## src/rtl/plc_pkg.sv

```systemverilog
// plc_pkg: shared types, codes and constants of the pump level controller
// used by pump_level_controller; depends on nothing
`timescale 1ns / 1ps
`default_nettype none

package plc_pkg;

    // stream widths, padded to whole bytes
    localparam int InDataW  = 120;
    localparam int OutDataW = 24;

    // configuration port
    localparam int CfgAddrW = 3;
    localparam int CfgDataW = 22;

    localparam logic [CfgAddrW-1:0] CFG_PUMP_MODE   = 3'd0;
    localparam logic [CfgAddrW-1:0] CFG_START_LEVEL = 3'd1;
    localparam logic [CfgAddrW-1:0] CFG_STOP_LEVEL  = 3'd2;
    localparam logic [CfgAddrW-1:0] CFG_BYPASS      = 3'd3;
    localparam logic [CfgAddrW-1:0] CFG_STALE_MS    = 3'd4;
    localparam logic [CfgAddrW-1:0] CFG_MIN_OFF_MS  = 3'd5;

    // operating modes; the unused code runs as auto
    localparam logic [1:0] PMODE_AUTO      = 2'd0;
    localparam logic [1:0] PMODE_MANUAL    = 2'd1;
    localparam logic [1:0] PMODE_COUNTDOWN = 2'd2;

    // safety verdicts; the unused codes mean no stop
    localparam logic [1:0] SAFE_DRY_RUN  = 2'd1;
    localparam logic [1:0] SAFE_OVERFLOW = 2'd2;

    typedef enum logic [2:0] {
        RM_MANUAL_COOL = 3'd0,
        RM_AUTO_COOL   = 3'd1,
        RM_COUNTDOWN   = 3'd2,
        RM_MANUAL_ON   = 3'd3,
        RM_MANUAL_OFF  = 3'd4,
        RM_AUTO        = 3'd5,
        RM_AUTO_STBY   = 3'd6
    } t_run_mode;

    typedef enum logic [2:0] {
        FLT_NONE      = 3'd0,
        FLT_ESTOP     = 3'd1,
        FLT_DRY_RUN   = 3'd2,
        FLT_OVERFLOW  = 3'd3,
        FLT_COMM_LOSS = 3'd4,
        FLT_STALE     = 3'd5,
        FLT_SENSOR    = 3'd6
    } t_fault;

    // reset values of the configuration registers
    localparam logic [6:0]  START_LEVEL_RST = 7'd30;
    localparam logic [6:0]  STOP_LEVEL_RST  = 7'd90;
    localparam logic [19:0] STALE_MS_RST    = 20'd10000;
    localparam logic [21:0] MIN_OFF_MS_RST  = 22'd30000;

    // ms to seconds: x / 1000 = (x >> 3) / 125, done as multiply by
    // ceil(2^26 / 125) and shift; exact for the 19-bit shifted value
    localparam int            RecipShift = 26;
    localparam logic [19:0]   Recip125   = 20'd536871;
    localparam logic [11:0]   CoolSecMax = 12'd4095;

    // input item, first field in the lowest bits
    typedef struct packed {
        logic [6:0]        pad;
        logic [31:0]       countdown_end_ms;
        logic              countdown_start;
        logic              manual_request;
        logic              sleeping;
        logic              estop_latched;
        logic              level_sensor_fault;
        logic              sensor_stable;
        logic              near_runtime_limit;
        logic [1:0]        safety_stop;
        logic [31:0]       level_stamp_ms;
        logic signed [7:0] level_pct;
        logic [31:0]       now_ms;
    } t_in_item;

    // result item, first field in the lowest bits
    typedef struct packed {
        logic [2:0]  pad;
        logic        countdown_running;
        logic        runtime_warning;
        logic [11:0] cooldown_sec;
        t_fault      fault_code;
        t_run_mode   run_mode;
        logic        pump_on;
    } t_out_item;

endpackage

`default_nettype wire

```

## src/rtl/pump_level_controller.sv

```systemverilog
// pump_level_controller: one pump decision per control tick, three-stage pipeline
// depends on plc_pkg (types, codes, reset values, reciprocal constants)
`timescale 1ns / 1ps
`default_nettype none

// Usage
//   Input stream (i_s_axis_*): one control tick per transfer, fields packed in
//   tdata. Output stream (o_m_axis_*): one result per tick, in tick order.
//   Configuration: i_cfg_we writes i_cfg_wdata into register i_cfg_addr at the
//   clock edge; write only while no tick is in flight.
// Timing
//   A tick passes an input register, the decision stage (which updates the
//   controller state) and a result stage where the cooldown is turned into
//   seconds by one constant multiply. One tick is accepted every cycle unless
//   the output stalls; the state feedback closes inside the decision stage,
//   so back-to-back ticks see each other's effect.
// Stall
//   Each stage fills a bubble ahead of it, so input stays ready while the
//   output waits until all three stages hold a tick; a stalled result holds.
// Reset
//   i_rst_n low (synchronous) empties the pipeline, puts the pump off, clears
//   fault, countdown and warning, shows auto standby and loads the register
//   defaults.

module pump_level_controller (
    input  wire logic                          i_clk,
    input  wire logic                          i_rst_n,
    // tick: now_ms, level_pct, level_stamp_ms, safety_stop, near_runtime_limit,
    // sensor_stable, level_sensor_fault, estop_latched, sleeping,
    // manual_request, countdown_start, countdown_end_ms, zero pad
    input  wire logic [plc_pkg::InDataW-1:0]   i_s_axis_tdata,
    input  wire logic                          i_s_axis_tvalid,
    output logic                               o_s_axis_tready,
    // result: pump_on, run_mode, fault_code, cooldown_sec, runtime_warning,
    // countdown_running, zero pad
    output logic [plc_pkg::OutDataW-1:0]       o_m_axis_tdata,
    output logic                               o_m_axis_tvalid,
    input  wire logic                          i_m_axis_tready,
    // configuration write
    input  wire logic                          i_cfg_we,
    input  wire logic [plc_pkg::CfgAddrW-1:0]  i_cfg_addr,
    input  wire logic [plc_pkg::CfgDataW-1:0]  i_cfg_wdata
);
    import plc_pkg::*;

    // configuration registers
    logic [1:0]  r_pump_mode;
    logic [6:0]  r_start_level;
    logic [6:0]  r_stop_level;
    logic        r_bypass;
    logic [19:0] r_stale_ms;
    logic [21:0] r_min_off_ms;

    // controller state
    logic        r_running, n_running;
    logic        r_off_valid, n_off_valid;
    logic [31:0] r_off_since, n_off_since;
    logic        r_cd_active, n_cd_active;
    logic [31:0] r_cd_deadline, n_cd_deadline;
    t_fault      r_last_fault, n_last_fault;
    t_run_mode   r_mode_shown, n_mode_shown;
    logic        r_warn, n_warn;
    logic [11:0] r_cooldown;

    // pipeline registers
    logic        r_a_vld, r_b_vld, r_c_vld;
    t_in_item    r_a_item;
    logic        r_b_cool_upd, n_cool_upd;
    logic [21:0] r_b_remain, n_remain;
    logic        r_b_pump_on;
    t_run_mode   r_b_mode;
    t_fault      r_b_fault;
    logic        r_b_warn;
    logic        r_b_cd_run;
    logic        r_c_pump_on;
    t_run_mode   r_c_mode;
    t_fault      r_c_fault;
    logic        r_c_warn;
    logic        r_c_cd_run;

    logic        s_a_ld, s_b_ld, s_c_ld;

    // decision helpers
    logic        is_manual, is_cdown;
    logic [31:0] cd_gap, off_gap, stamp_gap;
    logic        fresh, allow, cool, lvl_ge_stop, lvl_le_start, intent;
    logic        do_stop, do_start, cd_clear;
    logic [31:0] cd_dl_arm;
    logic        cd_act_arm;
    logic        cd_expire, cd_live;
    t_fault      link_fault;
    t_out_item   out_item;
    logic [38:0] sec_prod;
    logic [12:0] sec_raw;
    logic [11:0] sec_sat;

    // pipeline flow: each stage loads when the one ahead moves or is empty
    assign s_c_ld          = r_b_vld && (!r_c_vld || i_m_axis_tready);
    assign s_b_ld          = r_a_vld && (!r_b_vld || s_c_ld);
    assign o_s_axis_tready = !r_a_vld || s_b_ld;
    assign s_a_ld          = i_s_axis_tvalid && o_s_axis_tready;

    always_ff @(posedge i_clk) begin
        if (!i_rst_n) begin
            r_a_vld <= 1'b0;
            r_b_vld <= 1'b0;
            r_c_vld <= 1'b0;
        end else begin
            r_a_vld <= s_a_ld || (r_a_vld && !s_b_ld);
            r_b_vld <= s_b_ld || (r_b_vld && !s_c_ld);
            r_c_vld <= s_c_ld || (r_c_vld && !i_m_axis_tready);
        end
    end

    // configuration writes
    always_ff @(posedge i_clk) begin
        if (!i_rst_n) begin
            r_pump_mode   <= PMODE_AUTO;
            r_start_level <= START_LEVEL_RST;
            r_stop_level  <= STOP_LEVEL_RST;
            r_bypass      <= 1'b0;
            r_stale_ms    <= STALE_MS_RST;
            r_min_off_ms  <= MIN_OFF_MS_RST;
        end else if (i_cfg_we) begin
            unique case (i_cfg_addr)
                CFG_PUMP_MODE:   r_pump_mode   <= i_cfg_wdata[1:0];
                CFG_START_LEVEL: r_start_level <= i_cfg_wdata[6:0];
                CFG_STOP_LEVEL:  r_stop_level  <= i_cfg_wdata[6:0];
                CFG_BYPASS:      r_bypass      <= i_cfg_wdata[0];
                CFG_STALE_MS:    r_stale_ms    <= i_cfg_wdata[19:0];
                CFG_MIN_OFF_MS:  r_min_off_ms  <= i_cfg_wdata;
                default: ;
            endcase
        end
    end

    // input register
    always_ff @(posedge i_clk) begin
        if (s_a_ld) begin
            r_a_item <= t_in_item'(i_s_axis_tdata);
        end
    end

    // arm and expire the countdown ahead of the decision
    assign is_manual = r_pump_mode == PMODE_MANUAL;
    assign is_cdown  = r_pump_mode == PMODE_COUNTDOWN;
    assign cd_act_arm = r_cd_active || (r_a_item.countdown_start && is_cdown);
    assign cd_dl_arm  = (r_a_item.countdown_start && is_cdown) ?
                        r_a_item.countdown_end_ms : r_cd_deadline;
    assign cd_gap     = r_a_item.now_ms - cd_dl_arm;
    assign cd_expire  = cd_act_arm && is_cdown && !cd_gap[31];
    assign cd_live    = cd_act_arm && !cd_expire;

    // wrap-safe time tests
    assign stamp_gap = r_a_item.now_ms - r_a_item.level_stamp_ms;
    assign fresh     = (r_a_item.level_stamp_ms != 32'd0) && (stamp_gap[31:20] == 12'd0)
                       && (stamp_gap[19:0] <= r_stale_ms);
    assign allow     = r_a_item.sensor_stable && fresh && !r_a_item.level_sensor_fault
                       && !r_bypass;
    assign off_gap   = r_a_item.now_ms - r_off_since;
    assign cool      = !r_running && r_off_valid && (off_gap[31:22] == 10'd0)
                       && (off_gap[21:0] < r_min_off_ms);
    assign lvl_ge_stop  = r_a_item.level_pct[6:0] >= r_stop_level;
    assign lvl_le_start = r_a_item.level_pct[6:0] <= r_start_level;
    assign intent       = is_manual ? r_a_item.manual_request : cd_live;
    assign link_fault   = (!r_a_item.sensor_stable || !fresh) ? FLT_COMM_LOSS : FLT_STALE;

    // decision, given a sample: priority order estop, safety stop, then mode logic
    always_comb begin
        n_cd_active   = cd_act_arm;
        n_cd_deadline = cd_dl_arm;
        if (cd_expire) begin
            n_cd_active   = 1'b0;
            n_cd_deadline = 32'd0;
        end
        n_last_fault = r_last_fault;
        n_mode_shown = r_mode_shown;
        n_warn       = r_warn;
        n_cool_upd   = 1'b0;
        n_remain     = 22'd0;
        do_stop      = 1'b0;
        do_start     = 1'b0;
        cd_clear     = 1'b0;
        if (!r_a_item.level_pct[7]) begin
            if (r_a_item.estop_latched) begin
                n_last_fault = FLT_ESTOP;
                do_stop      = 1'b1;
            end else begin
                n_warn = r_running && is_manual && r_a_item.near_runtime_limit;
                if (r_a_item.safety_stop == SAFE_DRY_RUN ||
                    r_a_item.safety_stop == SAFE_OVERFLOW) begin
                    n_last_fault = (r_a_item.safety_stop == SAFE_DRY_RUN) ?
                                   FLT_DRY_RUN : FLT_OVERFLOW;
                    do_stop      = 1'b1;
                    cd_clear     = 1'b1;
                end else begin
                    // cooldown and shown mode follow the state before this tick
                    n_cool_upd = 1'b1;
                    if (cool) begin
                        n_remain     = r_min_off_ms - off_gap[21:0];
                        n_mode_shown = is_manual ? RM_MANUAL_COOL :
                                       (is_cdown ? RM_COUNTDOWN : RM_AUTO_COOL);
                    end else if (is_manual) begin
                        n_mode_shown = (r_running && r_a_item.manual_request) ?
                                       RM_MANUAL_ON : RM_MANUAL_OFF;
                    end else if (is_cdown) begin
                        n_mode_shown = RM_COUNTDOWN;
                    end else begin
                        n_mode_shown = r_running ? RM_AUTO : RM_AUTO_STBY;
                    end
                    // manual and countdown run on intent
                    if (is_manual || is_cdown) begin
                        priority if (!intent) begin
                            do_stop = 1'b1;
                        end else if (!r_bypass && !allow) begin
                            if (r_running || is_cdown) begin
                                n_last_fault = link_fault;
                            end
                            do_stop  = 1'b1;
                            cd_clear = is_cdown;
                        end else if (!r_bypass && lvl_ge_stop) begin
                            do_stop  = 1'b1;
                            cd_clear = is_cdown;
                        end else begin
                            do_start = !cool;
                        end
                    // auto: hysteresis with minimum off time
                    end else begin
                        priority if (r_a_item.sleeping) begin
                            do_stop = r_running && lvl_ge_stop;
                        end else if (r_bypass) begin
                            do_stop = 1'b0;
                        end else if (!allow) begin
                            if (r_running) begin
                                n_last_fault = link_fault;
                                do_stop      = 1'b1;
                            end
                        end else if (!r_running && lvl_le_start) begin
                            do_start = !cool;
                        end else begin
                            do_stop = r_running && lvl_ge_stop;
                        end
                    end
                end
            end
        end
        if (cd_clear) begin
            n_cd_active   = 1'b0;
            n_cd_deadline = 32'd0;
        end
        // pump drive and off-time record
        n_running   = r_running;
        n_off_valid = r_off_valid;
        n_off_since = r_off_since;
        if (do_stop && r_running) begin
            n_running   = 1'b0;
            n_off_valid = 1'b1;
            n_off_since = r_a_item.now_ms;
        end else if (do_start) begin
            n_running = 1'b1;
        end
    end

    // state registers advance with the tick entering the decision stage
    always_ff @(posedge i_clk) begin
        if (!i_rst_n) begin
            r_running     <= 1'b0;
            r_off_valid   <= 1'b0;
            r_off_since   <= 32'd0;
            r_cd_active   <= 1'b0;
            r_cd_deadline <= 32'd0;
            r_last_fault  <= FLT_NONE;
            r_mode_shown  <= RM_AUTO_STBY;
            r_warn        <= 1'b0;
        end else if (s_b_ld) begin
            r_running     <= n_running;
            r_off_valid   <= n_off_valid;
            r_off_since   <= n_off_since;
            r_cd_active   <= n_cd_active;
            r_cd_deadline <= n_cd_deadline;
            r_last_fault  <= n_last_fault;
            r_mode_shown  <= n_mode_shown;
            r_warn        <= n_warn;
        end
    end

    // decision stage payload
    always_ff @(posedge i_clk) begin
        if (s_b_ld) begin
            r_b_cool_upd <= n_cool_upd;
            r_b_remain   <= n_remain;
            r_b_pump_on  <= n_running;
            r_b_mode     <= n_mode_shown;
            r_b_fault    <= n_last_fault;
            r_b_warn     <= n_warn;
            r_b_cd_run   <= n_cd_active;
        end
    end

    // remaining ms to whole seconds, saturated to 12 bits
    assign sec_prod = {20'd0, r_b_remain[21:3]} * {19'd0, Recip125};
    assign sec_raw  = sec_prod[38:RecipShift];
    assign sec_sat  = sec_raw[12] ? CoolSecMax : sec_raw[11:0];

    // result register; cooldown holds on the early-exit paths
    always_ff @(posedge i_clk) begin
        if (!i_rst_n) begin
            r_cooldown <= 12'd0;
        end else if (s_c_ld && r_b_cool_upd) begin
            r_cooldown <= sec_sat;
        end
    end

    always_ff @(posedge i_clk) begin
        if (s_c_ld) begin
            r_c_pump_on <= r_b_pump_on;
            r_c_mode    <= r_b_mode;
            r_c_fault   <= r_b_fault;
            r_c_warn    <= r_b_warn;
            r_c_cd_run  <= r_b_cd_run;
        end
    end

    always_comb begin
        out_item                   = '0;
        out_item.pump_on           = r_c_pump_on;
        out_item.run_mode          = r_c_mode;
        out_item.fault_code        = r_c_fault;
        out_item.cooldown_sec      = r_cooldown;
        out_item.runtime_warning   = r_c_warn;
        out_item.countdown_running = r_c_cd_run;
    end

    assign o_m_axis_tdata  = OutDataW'(out_item);
    assign o_m_axis_tvalid = r_c_vld;

    // a sensor fault is reported as a link fault, never with its own code
    a_no_sensor_code: assert property (@(posedge i_clk) disable iff (!i_rst_n)
        o_m_axis_tvalid |-> (out_item.fault_code != FLT_SENSOR))
        else $error("sensor fault code produced");

    // an emergency stop on a valid sample leaves the pump off
    a_estop_stops: assert property (@(posedge i_clk) disable iff (!i_rst_n)
        (s_b_ld && !r_a_item.level_pct[7] && r_a_item.estop_latched) |=> !r_running)
        else $error("pump running after emergency stop");

    // a pending cooldown means the pump is off
    a_cool_off: assert property (@(posedge i_clk) disable iff (!i_rst_n)
        (o_m_axis_tvalid && out_item.cooldown_sec != 12'd0) |-> !out_item.pump_on)
        else $error("pump on during cooldown");

    // state changes only when a tick enters the decision stage
    a_state_hold: assert property (@(posedge i_clk) disable iff (!i_rst_n)
        !s_b_ld |=> ($stable(r_running) && $stable(r_last_fault)))
        else $error("state changed without a tick");

endmodule

`default_nettype wire

```

## config.mk

```make
export PLATFORM = sky130hd
export DESIGN_NAME = pump_level_controller
export DESIGN_NICKNAME = d
export VERILOG_FILES = /design/src/rtl/plc_pkg.sv /design/src/rtl/pump_level_controller.sv
export SDC_FILE = /design/constraint.sdc
export NUM_CORES = 1
export LEC_CHECK = 0
export BUFFER_PORTS_ARGS = -buffer_cell sky130_fd_sc_hd__clkbuf_2
export CAP_MARGIN = 0
export CORE_MARGIN = 3
export CORE_UTILIZATION = 59
export CTS_BUF_LIST = sky130_fd_sc_hd__clkbuf_16
export DETAILED_ROUTE_END_ITERATION = 8
export GPL_ROUTABILITY_DRIVEN = 1
export PLACE_DENSITY_LB_ADDON = 0.25
export SLEW_MARGIN = 0
export SYNTH_ARGS = -nofsm -noshare
export SYNTH_HDL_FRONTEND = slang
export SYNTH_SLANG_ARGS = --single-unit
export TNS_END_PERCENT = 30
```

## constraint.sdc

```tcl
create_clock -name i_clk -period 8 [get_ports i_clk]
set_input_delay 0.4 -clock i_clk [delete_from_list [all_inputs] [get_ports i_clk]]
set_output_delay 0.4 -clock i_clk [all_outputs]
set_load 0.01 [all_outputs]
```

* Word-level counts from Yosys, hierarchy flattened
Cells that the tools add are included.
Widths: inputs -> output; s select.
** Word-level totals
- Logic and storage cells :: 192
- Register bits after elaboration :: 302
** Operators by class
- Equal/unequal tests :: 9
- Mux-type cells :: 65
- $add $sub $neg :: 4
- Reductions and logical operators :: 66
- Bitwise gates (word level) :: 1
- Magnitude comparators :: 4
- Multipliers :: 1
** Operators by type and width (number)
- $mux 32 :: 3
- $sub 32x32->32 :: 3
- $mux 3 :: 18
- $mux 1 :: 40
- $mul 19x20->39 const B :: 1
- $reduce_bool 32->1 :: 1
- $logic_and 1x1->1 :: 27
- $lt 22x22->1 :: 1
- $sub 22x22->22 :: 1
- $le 20x20->1 :: 1
- $logic_not 1->1 :: 15
- $reduce_and 2->1 :: 7
- $logic_not 12->1 :: 1
- $mux 12 :: 1
- $logic_or 1x1->1 :: 11
- $logic_not 10->1 :: 1
- $ge 7x7->1 :: 1
- $le 7x7->1 :: 1
- $eq 3x2->1 const B :: 2
- $eq 3x3->1 const B :: 2
- $mux 2 :: 3
- $eq 2x1->1 const B :: 2
- $eq 2x2->1 const B :: 2
- $reduce_or 4->1 :: 1
- other kinds (4) :: 4

* Logic depth before layout (Yosys ltp)
- Depth in word-level cells :: 17
- Gate-level depth with buffers :: 25
- Gate-level depth less buffers :: 24

* Worst setup path before layout
No wires, ideal clock.
- Path kind :: register to register
- Start point :: reg r_a_vld
- End point :: reg r_a_item[0] (netlist bit), enable pin
- Path slack :: 0.888 ns
- Path buffers :: 0
- Arrival time :: 6.459 ns
- Period minus slack after synthesis :: 7.112 ns
- Stages on the path, launching flop included :: 2
- Cell sequence :: dfxtp_1 > a31oi_1
** Between the ends
- Cells in the longest elaborated chain, start to end :: 3
** RTL lines
- start, declared :: RTL line pump_level_controller.sv:66 : logic r_a_vld, r_b_vld, r_c_vld;
- start signal, assigned :: RTL line pump_level_controller.sv:109 : r_a_vld <= s_a_ld || (r_a_vld && !s_b_ld);
- $logic_not 1->1 / $logic_and 1x1->1 (equally long branches) :: RTL line pump_level_controller.sv:100, pump_level_controller.sv:99
- $logic_or 1x1->1 * :: RTL line pump_level_controller.sv:100 : assign o_s_axis_tready = !r_a_vld || s_b_ld;
- $logic_and 1x1->1 * :: RTL line pump_level_controller.sv:101 : assign s_a_ld = i_s_axis_tvalid && o_s_axis_tready;
- net s_a_ld :: RTL line pump_level_controller.sv:81 : logic s_a_ld, s_b_ld, s_c_ld;
- end signal, assigned :: RTL line pump_level_controller.sv:140 : r_a_item <= t_in_item'(i_s_axis_tdata);
- end, declared :: RTL line pump_level_controller.sv:67 : t_in_item r_a_item;
Mark *: on every way through the listed nets, which the timed path passes. The rest lies on a longest branch.
A chain may end at the register's enable or synchronous reset.

* Worst setup path after layout
- Start point :: reg r_b_remain[19]
- End point :: reg r_cooldown[8]
** Between the ends
- Cells in the longest elaborated chain, start to end :: 2
** RTL lines
- start, declared :: RTL line pump_level_controller.sv:69 : logic [21:0] r_b_remain, n_remain;
- start signal, assigned :: RTL line pump_level_controller.sv:291 : r_b_remain <= n_remain;
- $mul 19x20->39 :: RTL line pump_level_controller.sv:301 : assign sec_prod = {20'd0, r_b_remain[21:3]} * {19'd0, Recip125};
- $mux 12 :: RTL line pump_level_controller.sv:303 : assign sec_sat = sec_raw[12] ? CoolSecMax : sec_raw[11:0];
- end signal, assigned :: RTL line pump_level_controller.sv:310 : r_cooldown <= sec_sat;
- end, declared :: RTL line pump_level_controller.sv:63 : logic [11:0] r_cooldown;
Every way passes these cells.

==> flow_summary.toml <==
[cts]
hold_buffers = 0
root_buffer = "clkbuf_16"
ctsLongestPathBuffers = 3
cts_setup_buffers = 0
clkSinkCount = 299
cts_inserted_buffers = 34
clkSlewWorstSetupHoldPaths_ns = 0.06
cts_tree = "done"
insertion_delay_ns = 0.54
h-tree-depth = 2
cts_resized = 0

[global_routing]
grt.total_usage_pct = 25.9
grt_pass1_vias = 17242
antenna_found_initial = 0
grt_max_degree = 88
grt_overflow_total = 0
grt_pass1_wl_mm = 82.9

[power_and_ir_drop]
peakVddDrop_mv = 0.235
power_density_nw_per_um2 = 196
p_leak_uw = 0.0108

[logic_synthesis]
async_reset_ff_share_pct = 0
synth_edf_count = 151
synth_top_family_by_area = "adder cells"
syn_area_um2 = 22000
syn_avg_cell_area_um2 = 9.53
synth_compound_area_share_pct = 14.7
yosys_most_used_dff = "edfxtp_1"
seq_area_frac_synth_pct = 34.1
postSynthRegisterBits = 299
ys_warn_count = 0
syn_inst = 2308
synthMuxAreaShare_pct = 3.43
synth_cell_type_count = 91
synthSimpleGateAreaFrac_pct = 12.6
synth-adder-area-share_pct = 25.4
synthXorXnorAreaFrac_pct = 2.87

[placed_design]
port_buffers = 165
hpwl_mm = 41.0
gp_congestion = 0.922

[hold_path]
hold_end = "r_a_item[32]"
hold_path_class = "input pin to flop"
hold_start = "i_s_axis_tdata[32]"
holdPathStages = 1

[die]
rows = 70
start_util_pct = 59.9
die_width_um = 199
core_area_um2 = 36700
die-area_um2 = 39600
die_y_um = 199
ios = 176

[layout]
nets = 2992
layout-drive-gt1-share_pct = 10.9
area_delta_synth_final_pct = 10.2
final_util_pct = 66.0
antenna_cells = 0

[routing]
finalWirelength_mm = 51.0
avgRoutedWirePerCell_um = 17.3
drcViolationCount = 0
via_count = 16815
vias_per_cell = 5.72
drt_iter0_drc = 914
drtPass1Iterations = 6
antenna_left = 0

[setup_path]
reg2reg_depth = 18
cp.required_ns = 8.45
arrival_ns = 7.10
cp-end-kind = "flop"
critPathKind = "flop to flop"
crit_fanout = 11
critPathLaunchType = "flop"
rr_startpoint = "r_b_remain[19]"
timing.rr.end = "r_cooldown[8]"
reg2reg_slack_ns = 1.35

[status]
status = "complete, no violations"

[timing]
slew_viol_final = 0
rsz0062_at_grt = "false"
final_hold_viol_count = 0
setup_viol_count_final = 0
fmax_mhz = 150
slew_headroom_pct = 18.8
worst_pin_slew_ns = 1.20
fin_setup_tns_ns = 0
period_share_pct = 83.1
min_period_ns = 6.65
final.setup_skew_ns = 0.0176

[flow_run]
timing.max_cap.violations = 0
## flip-flops by register name, indices dropped and copies added, names as in the netlist, 2 cells and up
register,count
r_a_item,113
r_cd_deadline,32
r_off_since,32
r_min_off_ms,22
r_stale_ms,20
r_b_remain,19
r_cooldown,12
r_start_level,7
r_stop_level,7
r_b_fault,3
r_b_mode,3
r_c_fault,3
r_c_mode,3
r_last_fault,3
r_mode_shown,3
r_pump_mode,2
## report_power, final
part / leakage, uW / switching, uW / internal [uW]
Clock: 0.000557 / 616 / 901
Sequential: 0.00266 / 61.0 / 1680
Combinational: 0.00757 / 851 / 629
## per-stage QoR
| step | setup WS, ns | instances | hold slack, ns | power, uW | area (um2) |
|---|---|---|---|---|---|
| 6_report | 1.35 | 2940 | 0.0346 | 4740 | 24200 |
| 5_1_grt | 0.915 | 2940 | 0.0150 | 5050 | 24200 |
| 4_1_cts | 1.29 | 2940 | 0.0145 | 4770 | 24200 |
| 3_5_place_dp | 1.32 | 2878 | 0.405 | 3240 | 23100 |
| 3_3_place_gp | 1.51 | 2878 | 0.403 | 3170 | 23100 |
| 2_1_floorplan | 0.888 | 2310 | 0.400 | 2860 | 22000 |
## logic make-up (layout without fill, tap and decap cells)
group           after synthesis  after routing
simple gates                593            593
compound gates              492            492
fa+ha+maj                   396            396
buf+inv                     380            542
flops                       299            299
mux                          75             75
xor+xnor                     72             72
other cells                   1              3
## cells in the mapped netlist, drive strengths merged, types with 19 or more instances
cell,count,area (um2)
xor2,33,289
inv,305,1140
buf,25,194
o21a,40,300
a21o,55,413
nor3,31,155
ha,313,3920
nand3,44,230
clkbuf,49,184
a21oi,156,807
nand2b,21,131
a31oi,19,119
o211ai,32,255
and3,20,125
fa,83,1660
nand2,265,995
xnor2,39,342
edfxtp,151,4530
nand4,30,188
nor2,99,372
mux2i,73,731
dfxtp,148,2960
o21ai,100,500
nor2b,21,131
## cell type report
cell class                      instances  area, um2
Inverter                              306       1150
Timing Repair Buffer                  174        896
Clock buffer                           37        926
Clock inverter                         25        174
Tap cell                              468        586
Fill cell                            2962      12500
Sequential cell                       299       7500
Multi-Input combinational cell       1631      13000
## worst max path at each step
stage / from / end / cells after the start
after floorplan: r_a_vld / r_a_item[0] / 1
after global placement: r_b_remain[19] / r_cooldown[9] / 18
after detailed placement: r_b_remain[19] / r_cooldown[9] / 18
after CTS: r_b_remain[19] / r_cooldown[8] / 18
after global routing: r_b_remain[19] / r_cooldown[8] / 18
final: r_b_remain[19] / r_cooldown[8] / 18
## critical path: stages (launching register included)
cell and delay [ns]:
edfxtp_1 0.53, fa_1 0.58, inv_1 0.05, fa_1 0.46, fa_1 0.51, inv_1 0.06
fa_1 0.52, fa_1 0.53, fa_1 0.49, ha_1 0.31, nand4_1 0.17, a2111oi_0 0.73
nand3_1 0.14, o211ai_1 0.42, a21o_1 0.23, a211oi_1 0.11, o21bai_1 0.17, nand2_1 0.27
a31oi_1 0.26
## per-layer routing
| metal | GRT usage [%] | routed length [um] |
|---|---|---|
| met1 | 32.7 | 21900 |
| met2 | 45.1 | 24900 |
| met3 | 3.32 | 2080 |
| met4 | 10.8 | 2110 |
| met5 | 0 | 0 |
## cells in the final DEF, fill, tap and decap left out, types with 15 or more instances in the layout
cell | synthesis | layout
nand2_1 | 265 | 265
a21o_1 | 55 | 55
nand3_1 | 42 | 42
o211ai_1 | 29 | 29
ha_1 | 313 | 313
dfxtp_1 | 148 | 148
mux2i_1 | 73 | 73
inv_1 | 305 | 309
clkbuf_2 | 0 | 164
nor2_1 | 99 | 97
nand4_1 | 30 | 30
xor2_1 | 33 | 33
o21ai_1 | 38 | 38
a21oi_1 | 149 | 149
edfxtp_1 | 151 | 151
a211oi_1 | 15 | 15
a31oi_1 | 19 | 18
o21a_1 | 40 | 40
xnor2_1 | 39 | 39
nor2b_1 | 21 | 21
o21ai_0 | 62 | 62
and3_1 | 20 | 20
clkbuf_16 | 0 | 37
nand2b_1 | 21 | 21
fa_1 | 83 | 83
or3_1 | 15 | 15
nor3_1 | 31 | 31
No activity file was read; power rests on OpenSTA's default activity.
